[src/rtl/x1024ss_pkg.sv]
// Package for the xoroshiro1024** generator: shared types, operation codes,
// state-word geometry and the fixed rotate and shift amounts of the scheme.
// Depends on nothing; every other file in rtl imports it.
package x1024ss_pkg;

    localparam int WORD_W      = 64;
    localparam int WORD_COUNT  = 16;
    localparam int PTR_W       = 4;
    localparam int OP_W        = 2;
    localparam int IN_TDATA_W  = 72;
    localparam int OUT_TDATA_W = 64;

    // Operation codes carried on the input tuser.
    localparam logic [OP_W-1:0] OP_GENERATE = 2'd0;
    localparam logic [OP_W-1:0] OP_LOAD     = 2'd1;
    localparam logic [OP_W-1:0] OP_POINTER  = 2'd2;

    // Rotate and shift amounts of the state update and of the scrambler.
    localparam int ROT_S0  = 25;
    localparam int SHL_T   = 27;
    localparam int ROT_T   = 36;
    localparam int ROT_OUT = 7;

    typedef enum logic [1:0] {
        KIND_GENERATE,
        KIND_LOAD,
        KIND_POINTER
    } kind_t;

    typedef struct packed {
        kind_t              kind;
        logic [PTR_W-1:0]   index;
        logic [WORD_W-1:0]  value;
    } item_t;

    typedef enum logic [1:0] {
        BK_IDLE,
        BK_MIX,
        BK_WRITE_Q,
        BK_WRITE_P
    } back_state_t;

    function automatic logic [WORD_W-1:0] rotl64(input logic [WORD_W-1:0] x,
                                                 input int unsigned k);
        return (x << k) | (x >> (WORD_W - k));
    endfunction

endpackage

[src/rtl/x1024ss_front.sv]
// Front end of the generator: takes input items, sorts them by operation,
// drops the unused code and holds the rest in a short queue for the back end.
// Depends on x1024ss_pkg.
module x1024ss_front
    import x1024ss_pkg::*;
#(
    parameter int QUEUE_DEPTH = 2
)
(
    input  logic                  clk,
    input  logic                  rst_n,
    input  logic                  s_tvalid,
    output logic                  s_tready,
    input  logic [IN_TDATA_W-1:0] s_tdata,   // [3:0] word_index, [67:4] word_value, rest zero
    input  logic [OP_W-1:0]       s_tuser,   // [1:0] operation
    output logic                  item_valid,
    output item_t                 item,
    input  logic                  item_pop
);

    localparam int IDX_W = $clog2(QUEUE_DEPTH);
    localparam int CNT_W = $clog2(QUEUE_DEPTH + 1);

    item_t             entry_mem [QUEUE_DEPTH];
    logic [IDX_W-1:0]  wr_ptr_reg;
    logic [IDX_W-1:0]  wr_ptr_next;
    logic [IDX_W-1:0]  rd_ptr_reg;
    logic [IDX_W-1:0]  rd_ptr_next;
    logic [CNT_W-1:0]  count_reg;
    logic [CNT_W-1:0]  count_next;
    item_t             in_item;
    logic              keep;
    logic              push;

    always_comb
    begin
        in_item.index = s_tdata[PTR_W-1:0];
        in_item.value = s_tdata[PTR_W +: WORD_W];
        in_item.kind  = KIND_GENERATE;
        keep          = 1'b1;
        case (s_tuser)
            OP_GENERATE: in_item.kind = KIND_GENERATE;
            OP_LOAD:     in_item.kind = KIND_LOAD;
            OP_POINTER:  in_item.kind = KIND_POINTER;
            default:     keep = 1'b0;   // the unused code has no effect at all
        endcase
    end

    assign s_tready   = (count_reg != CNT_W'(QUEUE_DEPTH));
    assign push       = s_tvalid && s_tready && keep;
    assign item_valid = (count_reg != '0);
    assign item       = entry_mem[rd_ptr_reg];

    always_comb
    begin
        wr_ptr_next = wr_ptr_reg;
        rd_ptr_next = rd_ptr_reg;
        count_next  = count_reg;
        if (push)
        begin
            wr_ptr_next = (wr_ptr_reg == IDX_W'(QUEUE_DEPTH - 1)) ? '0
                                                                  : wr_ptr_reg + IDX_W'(1);
        end
        if (item_pop)
        begin
            rd_ptr_next = (rd_ptr_reg == IDX_W'(QUEUE_DEPTH - 1)) ? '0
                                                                  : rd_ptr_reg + IDX_W'(1);
        end
        if (push && !item_pop)
        begin
            count_next = count_reg + CNT_W'(1);
        end
        else if (!push && item_pop)
        begin
            count_next = count_reg - CNT_W'(1);
        end
    end

    always_ff @(posedge clk or negedge rst_n)
    begin
        if (!rst_n)
        begin
            wr_ptr_reg <= '0;
            rd_ptr_reg <= '0;
            count_reg  <= '0;
        end
        else
        begin
            wr_ptr_reg <= wr_ptr_next;
            rd_ptr_reg <= rd_ptr_next;
            count_reg  <= count_next;
        end
    end

    always_ff @(posedge clk)
    begin
        if (push)
        begin
            entry_mem[wr_ptr_reg] <= in_item;
        end
    end

endmodule

[src/rtl/x1024ss_back.sv]
// Back end of the generator: the sixteen-word state memory, the pointer,
// the xor/shift/rotate update, the ** scrambler and the output register.
// Depends on x1024ss_pkg.
module x1024ss_back
    import x1024ss_pkg::*;
(
    input  logic                   clk,
    input  logic                   rst_n,
    input  logic                   item_valid,
    input  item_t                  item,
    output logic                   item_pop,
    output logic                   m_tvalid,
    input  logic                   m_tready,
    output logic [OUT_TDATA_W-1:0] m_tdata    // [63:0] random_value
);

    back_state_t        state_reg;
    back_state_t        state_next;
    logic [PTR_W-1:0]   ptr_reg;
    logic [PTR_W-1:0]   ptr_next;
    logic [PTR_W-1:0]   q_addr_reg;
    logic [PTR_W-1:0]   p_addr_reg;
    logic [WORD_W-1:0]  word_mem [WORD_COUNT];
    logic [WORD_COUNT-1:0] written_reg;
    logic [WORD_W-1:0]  rd_p_reg;
    logic [WORD_W-1:0]  rd_q_reg;
    logic               rdv_p_reg;
    logic               rdv_q_reg;
    logic [WORD_W-1:0]  new_q_reg;
    logic [WORD_W-1:0]  new_p_reg;
    logic [WORD_W-1:0]  prod5_reg;
    logic               out_valid_reg;
    logic               out_valid_next;
    logic [WORD_W-1:0]  out_data_reg;

    logic [PTR_W-1:0]   rd_addr_q;
    logic [PTR_W-1:0]   rd_addr_p;
    logic               wr_en;
    logic [PTR_W-1:0]   wr_addr;
    logic [WORD_W-1:0]  wr_data;
    logic               capture_addr;
    logic               mix_en;
    logic               load_out;
    logic               out_free;
    logic [WORD_W-1:0]  s0;
    logic [WORD_W-1:0]  s1;
    logic [WORD_W-1:0]  t;
    logic [WORD_W-1:0]  rot_prod;

    assign rd_addr_q = ptr_reg;
    assign rd_addr_p = ptr_reg + PTR_W'(1);
    assign out_free  = !out_valid_reg || m_tready;

    // Words never written since reset read as zero.
    assign s0       = rdv_p_reg ? rd_p_reg : '0;
    assign s1       = rdv_q_reg ? rd_q_reg : '0;
    assign t        = s1 ^ s0;
    assign rot_prod = rotl64(prod5_reg, ROT_OUT);

    always_comb
    begin
        state_next = state_reg;
        case (state_reg)
            BK_IDLE:
            begin
                if (item_valid && item.kind == KIND_GENERATE)
                begin
                    state_next = BK_MIX;
                end
            end
            BK_MIX:     state_next = BK_WRITE_Q;
            BK_WRITE_Q:
            begin
                if (out_free)
                begin
                    state_next = BK_WRITE_P;
                end
            end
            BK_WRITE_P: state_next = BK_IDLE;
            default:    state_next = BK_IDLE;
        endcase
    end

    always_comb
    begin
        item_pop     = 1'b0;
        capture_addr = 1'b0;
        mix_en       = 1'b0;
        load_out     = 1'b0;
        wr_en        = 1'b0;
        wr_addr      = q_addr_reg;
        wr_data      = new_q_reg;
        ptr_next     = ptr_reg;
        case (state_reg)
            BK_IDLE:
            begin
                if (item_valid)
                begin
                    item_pop = 1'b1;
                    case (item.kind)
                        KIND_GENERATE: capture_addr = 1'b1;
                        KIND_LOAD:
                        begin
                            wr_en   = 1'b1;
                            wr_addr = item.index;
                            wr_data = item.value;
                        end
                        KIND_POINTER:  ptr_next = item.index;
                        default:       ;
                    endcase
                end
            end
            BK_MIX: mix_en = 1'b1;
            BK_WRITE_Q:
            begin
                // The old-pointer word and the result go out together once the
                // output register is free.
                if (out_free)
                begin
                    wr_en    = 1'b1;
                    load_out = 1'b1;
                end
            end
            BK_WRITE_P:
            begin
                wr_en    = 1'b1;
                wr_addr  = p_addr_reg;
                wr_data  = new_p_reg;
                ptr_next = p_addr_reg;
            end
            default: ;
        endcase
    end

    always_comb
    begin
        out_valid_next = out_valid_reg;
        if (load_out)
        begin
            out_valid_next = 1'b1;
        end
        else if (m_tready)
        begin
            out_valid_next = 1'b0;
        end
    end

    always_ff @(posedge clk or negedge rst_n)
    begin
        if (!rst_n)
        begin
            state_reg     <= BK_IDLE;
            ptr_reg       <= '0;
            written_reg   <= '0;
            out_valid_reg <= 1'b0;
        end
        else
        begin
            state_reg     <= state_next;
            ptr_reg       <= ptr_next;
            out_valid_reg <= out_valid_next;
            if (wr_en)
            begin
                written_reg[wr_addr] <= 1'b1;
            end
        end
    end

    // State memory: one write port, two registered read ports.
    always_ff @(posedge clk)
    begin
        if (wr_en)
        begin
            word_mem[wr_addr] <= wr_data;
        end
        rd_q_reg <= word_mem[rd_addr_q];
        rd_p_reg <= word_mem[rd_addr_p];
    end

    always_ff @(posedge clk)
    begin
        rdv_q_reg <= written_reg[rd_addr_q];
        rdv_p_reg <= written_reg[rd_addr_p];
        if (capture_addr)
        begin
            q_addr_reg <= rd_addr_q;
            p_addr_reg <= rd_addr_p;
        end
        if (mix_en)
        begin
            new_q_reg <= rotl64(s0, ROT_S0) ^ t ^ (t << SHL_T);
            new_p_reg <= rotl64(t, ROT_T);
            prod5_reg <= s0 + (s0 << 2);
        end
        if (load_out)
        begin
            out_data_reg <= rot_prod + (rot_prod << 3);
        end
    end

    assign m_tvalid = out_valid_reg;
    assign m_tdata  = out_data_reg;

endmodule

[src/rtl/xoroshiro1024_starstar_prng.sv]
// xoroshiro1024** generator, top level: front queue plus back-end state engine.
// A generate is popped and its two words read, then mixed; the single write port then
// rewrites the old-pointer word as the value is registered, once the output is free,
// then the new-pointer word. One load or pointer item per cycle when the back end is idle.
// Reset (rst_n low, asynchronous) empties the queue, clears the pointer and
// marks every state word as zero; no sweep of the memory is needed.
module xoroshiro1024_starstar_prng
    import x1024ss_pkg::*;
#(
    parameter int QUEUE_DEPTH = 2
)
(
    input  logic                   clk,
    input  logic                   rst_n,
    input  logic                   s_tvalid,
    output logic                   s_tready,
    input  logic [IN_TDATA_W-1:0]  s_tdata,   // [3:0] word_index, [67:4] word_value, rest zero
    input  logic [OP_W-1:0]        s_tuser,   // [1:0] operation
    output logic                   m_tvalid,
    input  logic                   m_tready,
    output logic [OUT_TDATA_W-1:0] m_tdata    // [63:0] random_value
);

    logic  item_valid;
    logic  item_pop;
    item_t item;

    x1024ss_front #(
        .QUEUE_DEPTH (QUEUE_DEPTH)
    ) u_front (
        .clk        (clk),
        .rst_n      (rst_n),
        .s_tvalid   (s_tvalid),
        .s_tready   (s_tready),
        .s_tdata    (s_tdata),
        .s_tuser    (s_tuser),
        .item_valid (item_valid),
        .item       (item),
        .item_pop   (item_pop)
    );

    x1024ss_back u_back (
        .clk        (clk),
        .rst_n      (rst_n),
        .item_valid (item_valid),
        .item       (item),
        .item_pop   (item_pop),
        .m_tvalid   (m_tvalid),
        .m_tready   (m_tready),
        .m_tdata    (m_tdata)
    );

endmodule

[config.mk]
export PLATFORM = sky130hd
export DESIGN_NAME = xoroshiro1024_starstar_prng
export DESIGN_NICKNAME = d
export VERILOG_FILES = /design/src/rtl/x1024ss_pkg.sv /design/src/rtl/x1024ss_front.sv /design/src/rtl/x1024ss_back.sv /design/src/rtl/xoroshiro1024_starstar_prng.sv
export SDC_FILE = /design/constraint.sdc
export NUM_CORES = 2
export LEC_CHECK = 0
export BUFFER_PORTS_ARGS = -buffer_cell sky130_fd_sc_hd__buf_2
export CORE_MARGIN = 1.5
export CORE_UTILIZATION = 57
export DETAILED_ROUTE_END_ITERATION = 8
export PLACE_DENSITY = 0.85
export SLEW_MARGIN = 20
export SYNTH_ARGS = -nofsm -noshare
export SYNTH_HDL_FRONTEND = slang
export SYNTH_SLANG_ARGS = --single-unit
[constraint.sdc]
create_clock -name clk -period 6.08 [get_ports clk]
set_input_delay 0.912 -clock clk [delete_from_list [all_inputs] [get_ports clk]]
set_output_delay 0.912 -clock clk [all_outputs]
set_load 0.05 [all_outputs]
=== Yosys cells after proc, flatten, opt, wreduce, memory -nomap -nowiden ===
Memory sizes are Yosys's and may differ from the RTL's. A register that Yosys moved wholly into a read port is not among the register bits.
Cells that the tools add are included.

* Input bits: 78
* Register bits after elaboration: 293
* Bits in latches: 0
* ROM bits: 0
* Memories kept: 2
* Bits in writable memories: 1164

* Reductions and logical operators: 20
* Mux-type cells: 43
* Bitwise gates (word level): 7
* Equality and inequality tests: 12
* $lt $le $gt $ge: 4
* Div/mod/pow operators: 0
* Multipliers: 0
* Add/subtract/negate cells: 7
* Shifts and indexed selects: 0

{| class="wikitable"
|+ Memory list
! name !! depth !! bits a word !! rd ports !! clocked after memory_dff !! wr ports !! line !! RTL
|-
| u_back.word_mem || 16 || 64 || 2 || 2 || 1 || x1024ss_back.sv:23 || <nowiki>logic [WORD_W-1:0] word_mem [WORD_COUNT];</nowiki>
|-
| u_front.entry_mem || 2 || 70 || 1 || 0 || 1 || x1024ss_front.sv:24 || <nowiki>item_t entry_mem [QUEUE_DEPTH];</nowiki>
|}

{| class="wikitable"
|+ Operator list
! kind !! number
|-
| $mux 64 || 4
|-
| $xor 64x64->64 || 3
|-
| $add 64x64->64 || 2
|-
| $pmux 64 s2 || 1
|-
| $or 64x25->64 || 1
|-
| $or 64x36->64 || 1
|-
| $or 64x7->64 || 1
|-
| $mux 1 || 22
|-
| $mux 4 || 4
|-
| $or 16x16->16 || 1
|-
| $pmux 4 s2 || 2
|-
| $lt 4x5->1 const B || 3
|-
| $bmux 1 s4 || 2
|-
| $eq 2x2->1 const B || 4
|-
| $mux 2 || 4
|-
| $pmux 2 s4 || 1
|-
| $reduce_bool 2->1 || 4
|-
| $eq 2x1->1 const B || 3
|-
| $logic_and 1x1->1 || 6
|-
| $logic_not 2->1 || 3
|-
| $ne 2x1->1 const B || 3
|-
| $add 4x1->4 const B || 1
|-
| $demux 1 s4 || 1
|-
| $ge 4x1->1 const B || 1
|-
| other kinds (11) || 15
|}

=== Depth between registers and ports, before layout ===
An unclocked memory read counts as a cell.

* Word-level depth: 10
* Gate-level depth with buffers: 20
* Depth with buffers taken out: 13

=== Modules after synthesis ===
From an unflattened synthesis, not the netlist that was laid out.

* Cell total of the unflattened synthesis: 4837
* Area, all modules: 75481.1 um^2

{| class="wikitable"
|+ By module, submodules not included
! module !! times used !! area each (um^2) !! sequential area each (um^2) !! cells each
|-
| x1024ss_back || 1 || 69865.8 || 41855.1 || 4597
|-
| x1024ss_front || 1 || 5615.4 || 4304.1 || 240
|}

=== Worst setup path after synthesis ===
Ideal clock, no wire load.

* Kind: input -> register
* Start: in m_tready
* End: mem u_back.word_mem[5][0] (enable)
* Required time: 5.593 ns
* Stages on the path: 6
* Path slack: -0.217 ns
* Arrival: 5.809 ns
* Path through: nand2b_1 -> and2_1 -> nor3_1 -> nor2_1 -> nand3_1 -> nor2_1

* Cells in the longest elaborated chain, start to end: 5

{| class="wikitable"
|+ RTL lines
! item !! line !! RTL
|-
| start: declaration || xoroshiro1024_starstar_prng.sv:20 || <nowiki>input logic m_tready,</nowiki>
|-
| $logic_or 1x1->1 || x1024ss_back.sv:52 || <nowiki>assign out_free = !out_valid_reg || m_tready;</nowiki>
|-
| $mux 1 || x1024ss_back.sv:118 || <nowiki>if (out_free)</nowiki>
|-
| $pmux 1 s3 || x1024ss_back.sv:94 || <nowiki>case (state_reg)</nowiki>
|-
| $mux 1 || x1024ss_back.sv:172 || <nowiki>if (wr_en)</nowiki>
|-
| $mux 1 (implied by the code) || x1024ss_back.sv:174 || <nowiki>word_mem[wr_addr] <= wr_data;</nowiki>
|-
| end: declaration || x1024ss_back.sv:23 ||
|}

No other way between the ends.

=== Worst setup path in the final report ===
* Start: reg u_back.rdv_p_reg
* End: reg u_back.prod5_reg[62], data pin

* Cells in the longest elaborated chain, start to end: 2

{| class="wikitable"
|+ RTL lines
! item !! line !! RTL
|-
| start: declaration || x1024ss_back.sv:27 || <nowiki>logic rdv_p_reg;</nowiki>
|-
| start signal: assignment || x1024ss_back.sv:183 || <nowiki>rdv_p_reg <= written_reg[rd_addr_p];</nowiki>
|-
| $mux 64 || x1024ss_back.sv:55 || <nowiki>assign s0 = rdv_p_reg ? rd_p_reg : '0;</nowiki>
|-
| via u_back.s0[0] || x1024ss_back.sv:45 || <nowiki>logic [WORD_W-1:0] s0;</nowiki>
|-
| $add 64x64->64 || x1024ss_back.sv:193 || <nowiki>prod5_reg <= s0 + (s0 << 2);</nowiki>
|-
| end signal: assignment || x1024ss_back.sv:193 ||
|-
| end: declaration || x1024ss_back.sv:31 || <nowiki>logic [WORD_W-1:0] prod5_reg;</nowiki>
|}

The timed path passes the listed nets, and every way through them passes these cells.
A chain may end at the register's enable or synchronous reset.

==> key figures <==
Floorplan
  – Die Span Y: 367 um
  – Row cnt: 133
  – Initial cell density of the core: 0.575
  – Core region area: 132000 um2
  – I/O pin count: 144
  – Die width: 367 um
  – Total Die Area: 135000 um2

Flow run
  – Total of max-cap violations: 0

Route
  – Wl on met1: 71000 um
  – DRT Wirelength: 228000 um
  – Met3 Wirelength: 34100 um
  – Vias: 49908
  – Wirelength per Cell: 33.1 um
  – Post-DRT Antenna Nets: 0
  – Vias per cell: 7.25
  – DRT Pass-1 Iters: 8
  – Initial DRC count: 8504
  – Remaining routing DRC violations: 0
  – Top routing layer used: met5
  – Met2 WL: 105000 um

Finish
  – Area added between synthesis and finish: 11.3%
  – Largest register by flop count: u_back.word_mem
  – Regs by FF count: u_back.word_mem (1024), u_front.entry_mem (140)
  – Largest register FFs: 1024
  – Nets: 5150
  – Most common cell after layout, fill and taps aside: edfxtp_1
  – Most frequent cells in the layout: 1428 x edfxtp_1, 585 x mux4_2, 579 x nand2_1, 184 x o21ai_0, 169 x xor2_1
  – Layout cells sized above 1: 0.252

Setup path
  – Worst Path Max Fanout: 24
  – Setup CP Type: reg2reg
  – Slowest stage cell, crit path: dfxtp_4
  – Startpoint types: register
  – CP top delay family: compound AO/OA/AOI/OAI gates
  – WP data required: 6.69 ns
  – Buf+Inv Stages, Crit Path: 1
  – FF-to-FF setup slack: 1.60 ns
  – Crit. End Element: register
  – Worst stage delay on the critical path: 0.73 ns
  – CP Data Arrival Time: 5.09 ns
  – Critical Path Start: u_back.rdv_p_reg
  – RR Startpoint: u_back.rdv_p_reg
  – CP cell instances: nand2_1 > inv_1 > ha_1 > ha_1 > a21oi_1 > nor4_2 > o2111ai_1 > a21oi_1 > nor3_1 > o2111ai_1 > nand2_1 > o21ai_1 > xor2_1

Synthesis
  – Distinct cells, synth: 103
  – Seq/Total Area, Yosys: 0.610
  – Syn Inst Count: 4873
  – Post-synthesis cell area: 75700 um2
  – Dominant cell type by area after synthesis: edfxtp_1
  – Synth Net Count: 5035
  – Syn avg cell area: 15.5 um2
  – Yosys top cell area share: 0.566
  – YS warnings: 0
  – Ys flop type: edfxtp_1
  – Ranking of synthesized cells by area: edfxtp_1 57%, mux4_2 17%, dfxtp_1 3.4%
  – Yosys reg bits: 1585
  – Post-synth EDFFs: 1428
  – Ys async rst share: 0.0170

Worst hold path
  – Hold Path Class: in2async

Global route
  – Initial antenna violation count: 11
  – Total track usage: 0.335
  – Vias in the first global route: 49809
  – Global-route wire length before repair: 330000 um
  – Gr ovfl total: 0
  – Pin count of the biggest net entering global routing: 144

Clocking
  – CTS buffer count: 155
  – CTS tree: built
  – Clock buffer depth: 3
  – Reg clk slew, reported paths: 0.07 ns
  – Clock sinks: 1585
  – PostCTS Resize Cnt: 0
  – Post-CTS Repair Setup Buffers: 0
  – Htree depth: 4
  – Root Buffer: clkbuf_16
  – Clock Latency Late Sink: 0.82 ns
  – Post-CTS Hold Fix Bufs: 0

STA
  – FMAX: 223 MHz
  – Hold Vio Cnt, Final: 0
  – Clock skew: 0.0606 ns
  – Final Max Slew Viols: 0
  – Final worst setup slack: 1.60 ns
  – Worst rel slew slack: 0.0781
  – Final Critical Period: 4.48 ns
  – Period utilisation layout: 0.738
  – RSZ-0062 raised after global routing: false
  – Setup_tns: 0 ns
  – Worst-margin pin slew: 1.38 ns
  – # setup viols final: 0

Placed design
  – Post-place setup slack: 1.90 ns
  – Placed wire-length estimate: 137000 um
  – Buffers added on ports: 139
  – Routability cong.: 0.937

Run status
  – Status: complete, no violations
cells by family (layout without fill, tap and decap cells):
group,count (synthesis),count (layout),synth area share
XOR/XNOR,319,319,0.0371
flip-flops,1585,1585,0.610
multiplexers,669,669,0.186
other,0,6,0
buffers and inverters,414,660,0.0226
AND/OR/NAND/NOR,1022,1022,0.0619
AO/OA/AOI/OAI,771,771,0.0674
adder cells (fa/ha/maj),93,93,0.0152
area by class of cell:
| class | count | area, um2 |
|---|---|---|
| fill | 8458 | 47300 |
| antenna | 6 | 15.0 |
| sequential | 1585 | 46200 |
| tap | 1755 | 2200 |
| timing repair buffer | 291 | 2240 |
| clock inverter | 76 | 933 |
| multi-input combinational | 2874 | 28100 |
| clock buffer | 212 | 4340 |
| inverter | 81 | 309 |
worst reg2reg max path, stage by stage (launching register included):
cell       delay, ns
dfxtp_4         0.73
nand2_1         0.27
inv_1           0.50
ha_1            0.36
ha_1            0.20
a21oi_1         0.06
nor4_2          0.41
o2111ai_1       0.17
a21oi_1         0.38
nor3_1          0.23
o2111ai_1       0.38
nand2_1         0.17
o21ai_1         0.20
xor2_1          0.21
cell usage after synthesis (9+ instances only):
cell,count
nor2b_1,18
o21ai_0,189
a22oi_1,76
buf_4,9
mux2_2,70
and3b_1,11
a31oi_1,82
ha_1,83
clkbuf_1,205
a21oi_1,133
edfxtp_1,1428
xor2_1,170
dfxtp_1,130
o2111ai_1,10
o211ai_1,12
o31ai_1,22
and2_1,12
dfrtp_1,27
o21ai_1,17
o21bai_1,23
nor3_1,34
a21o_1,69
mux2i_1,14
buf_2,52
a221oi_1,18
nand2_1,579
nand2b_1,19
or2_2,27
a221o_1,12
inv_1,80
o21a_1,11
xnor2_1,147
nand3b_1,9
nand3_1,38
nand4_1,19
buf_1,57
mux4_2,585
nor3b_1,16
nor2_1,119
and3_1,81
a211oi_1,16
o221ai_1,9
layer usage:
metal  up-vias  GRT usage
li1      19545          -
met1     24527      0.399
met2      4691      0.524
met3      1137      0.116
met4         8      0.211
met5         -          0
worst paths after layout:
kind                                             to  cells after the start
setup / recovery               u_back.prod5_reg[62]                     13
hold / removal               u_back.written_reg[15]                      1
setup reg to reg               u_back.prod5_reg[62]                     13
hold reg to reg               u_back.written_reg[6]                      1
max in group asynchronous        u_front.rd_ptr_reg                      1
min in group clk           u_front.entry_mem[0][25]                      1
through the flow:
| stage | hold slack, ns | instance area (um2) | cells | util |
|---|---|---|---|---|
| after floorplan | 0.433 | 75700 | 4873 | - |
| after global placement | 0.465 | 78900 | 6585 | 0.600 |
| after detailed placement | 0.477 | 79000 | 6586 | 0.600 |
| after CTS | 0.128 | 84300 | 6874 | 0.640 |
| after global routing | 0.188 | 84300 | 6875 | 0.640 |
| final | 0.137 | 84300 | 6880 | 0.640 |
Power is left out: the tool's default activity adds up to more than one toggle a clock period on the data nets, which glitch-free logic cannot reach.
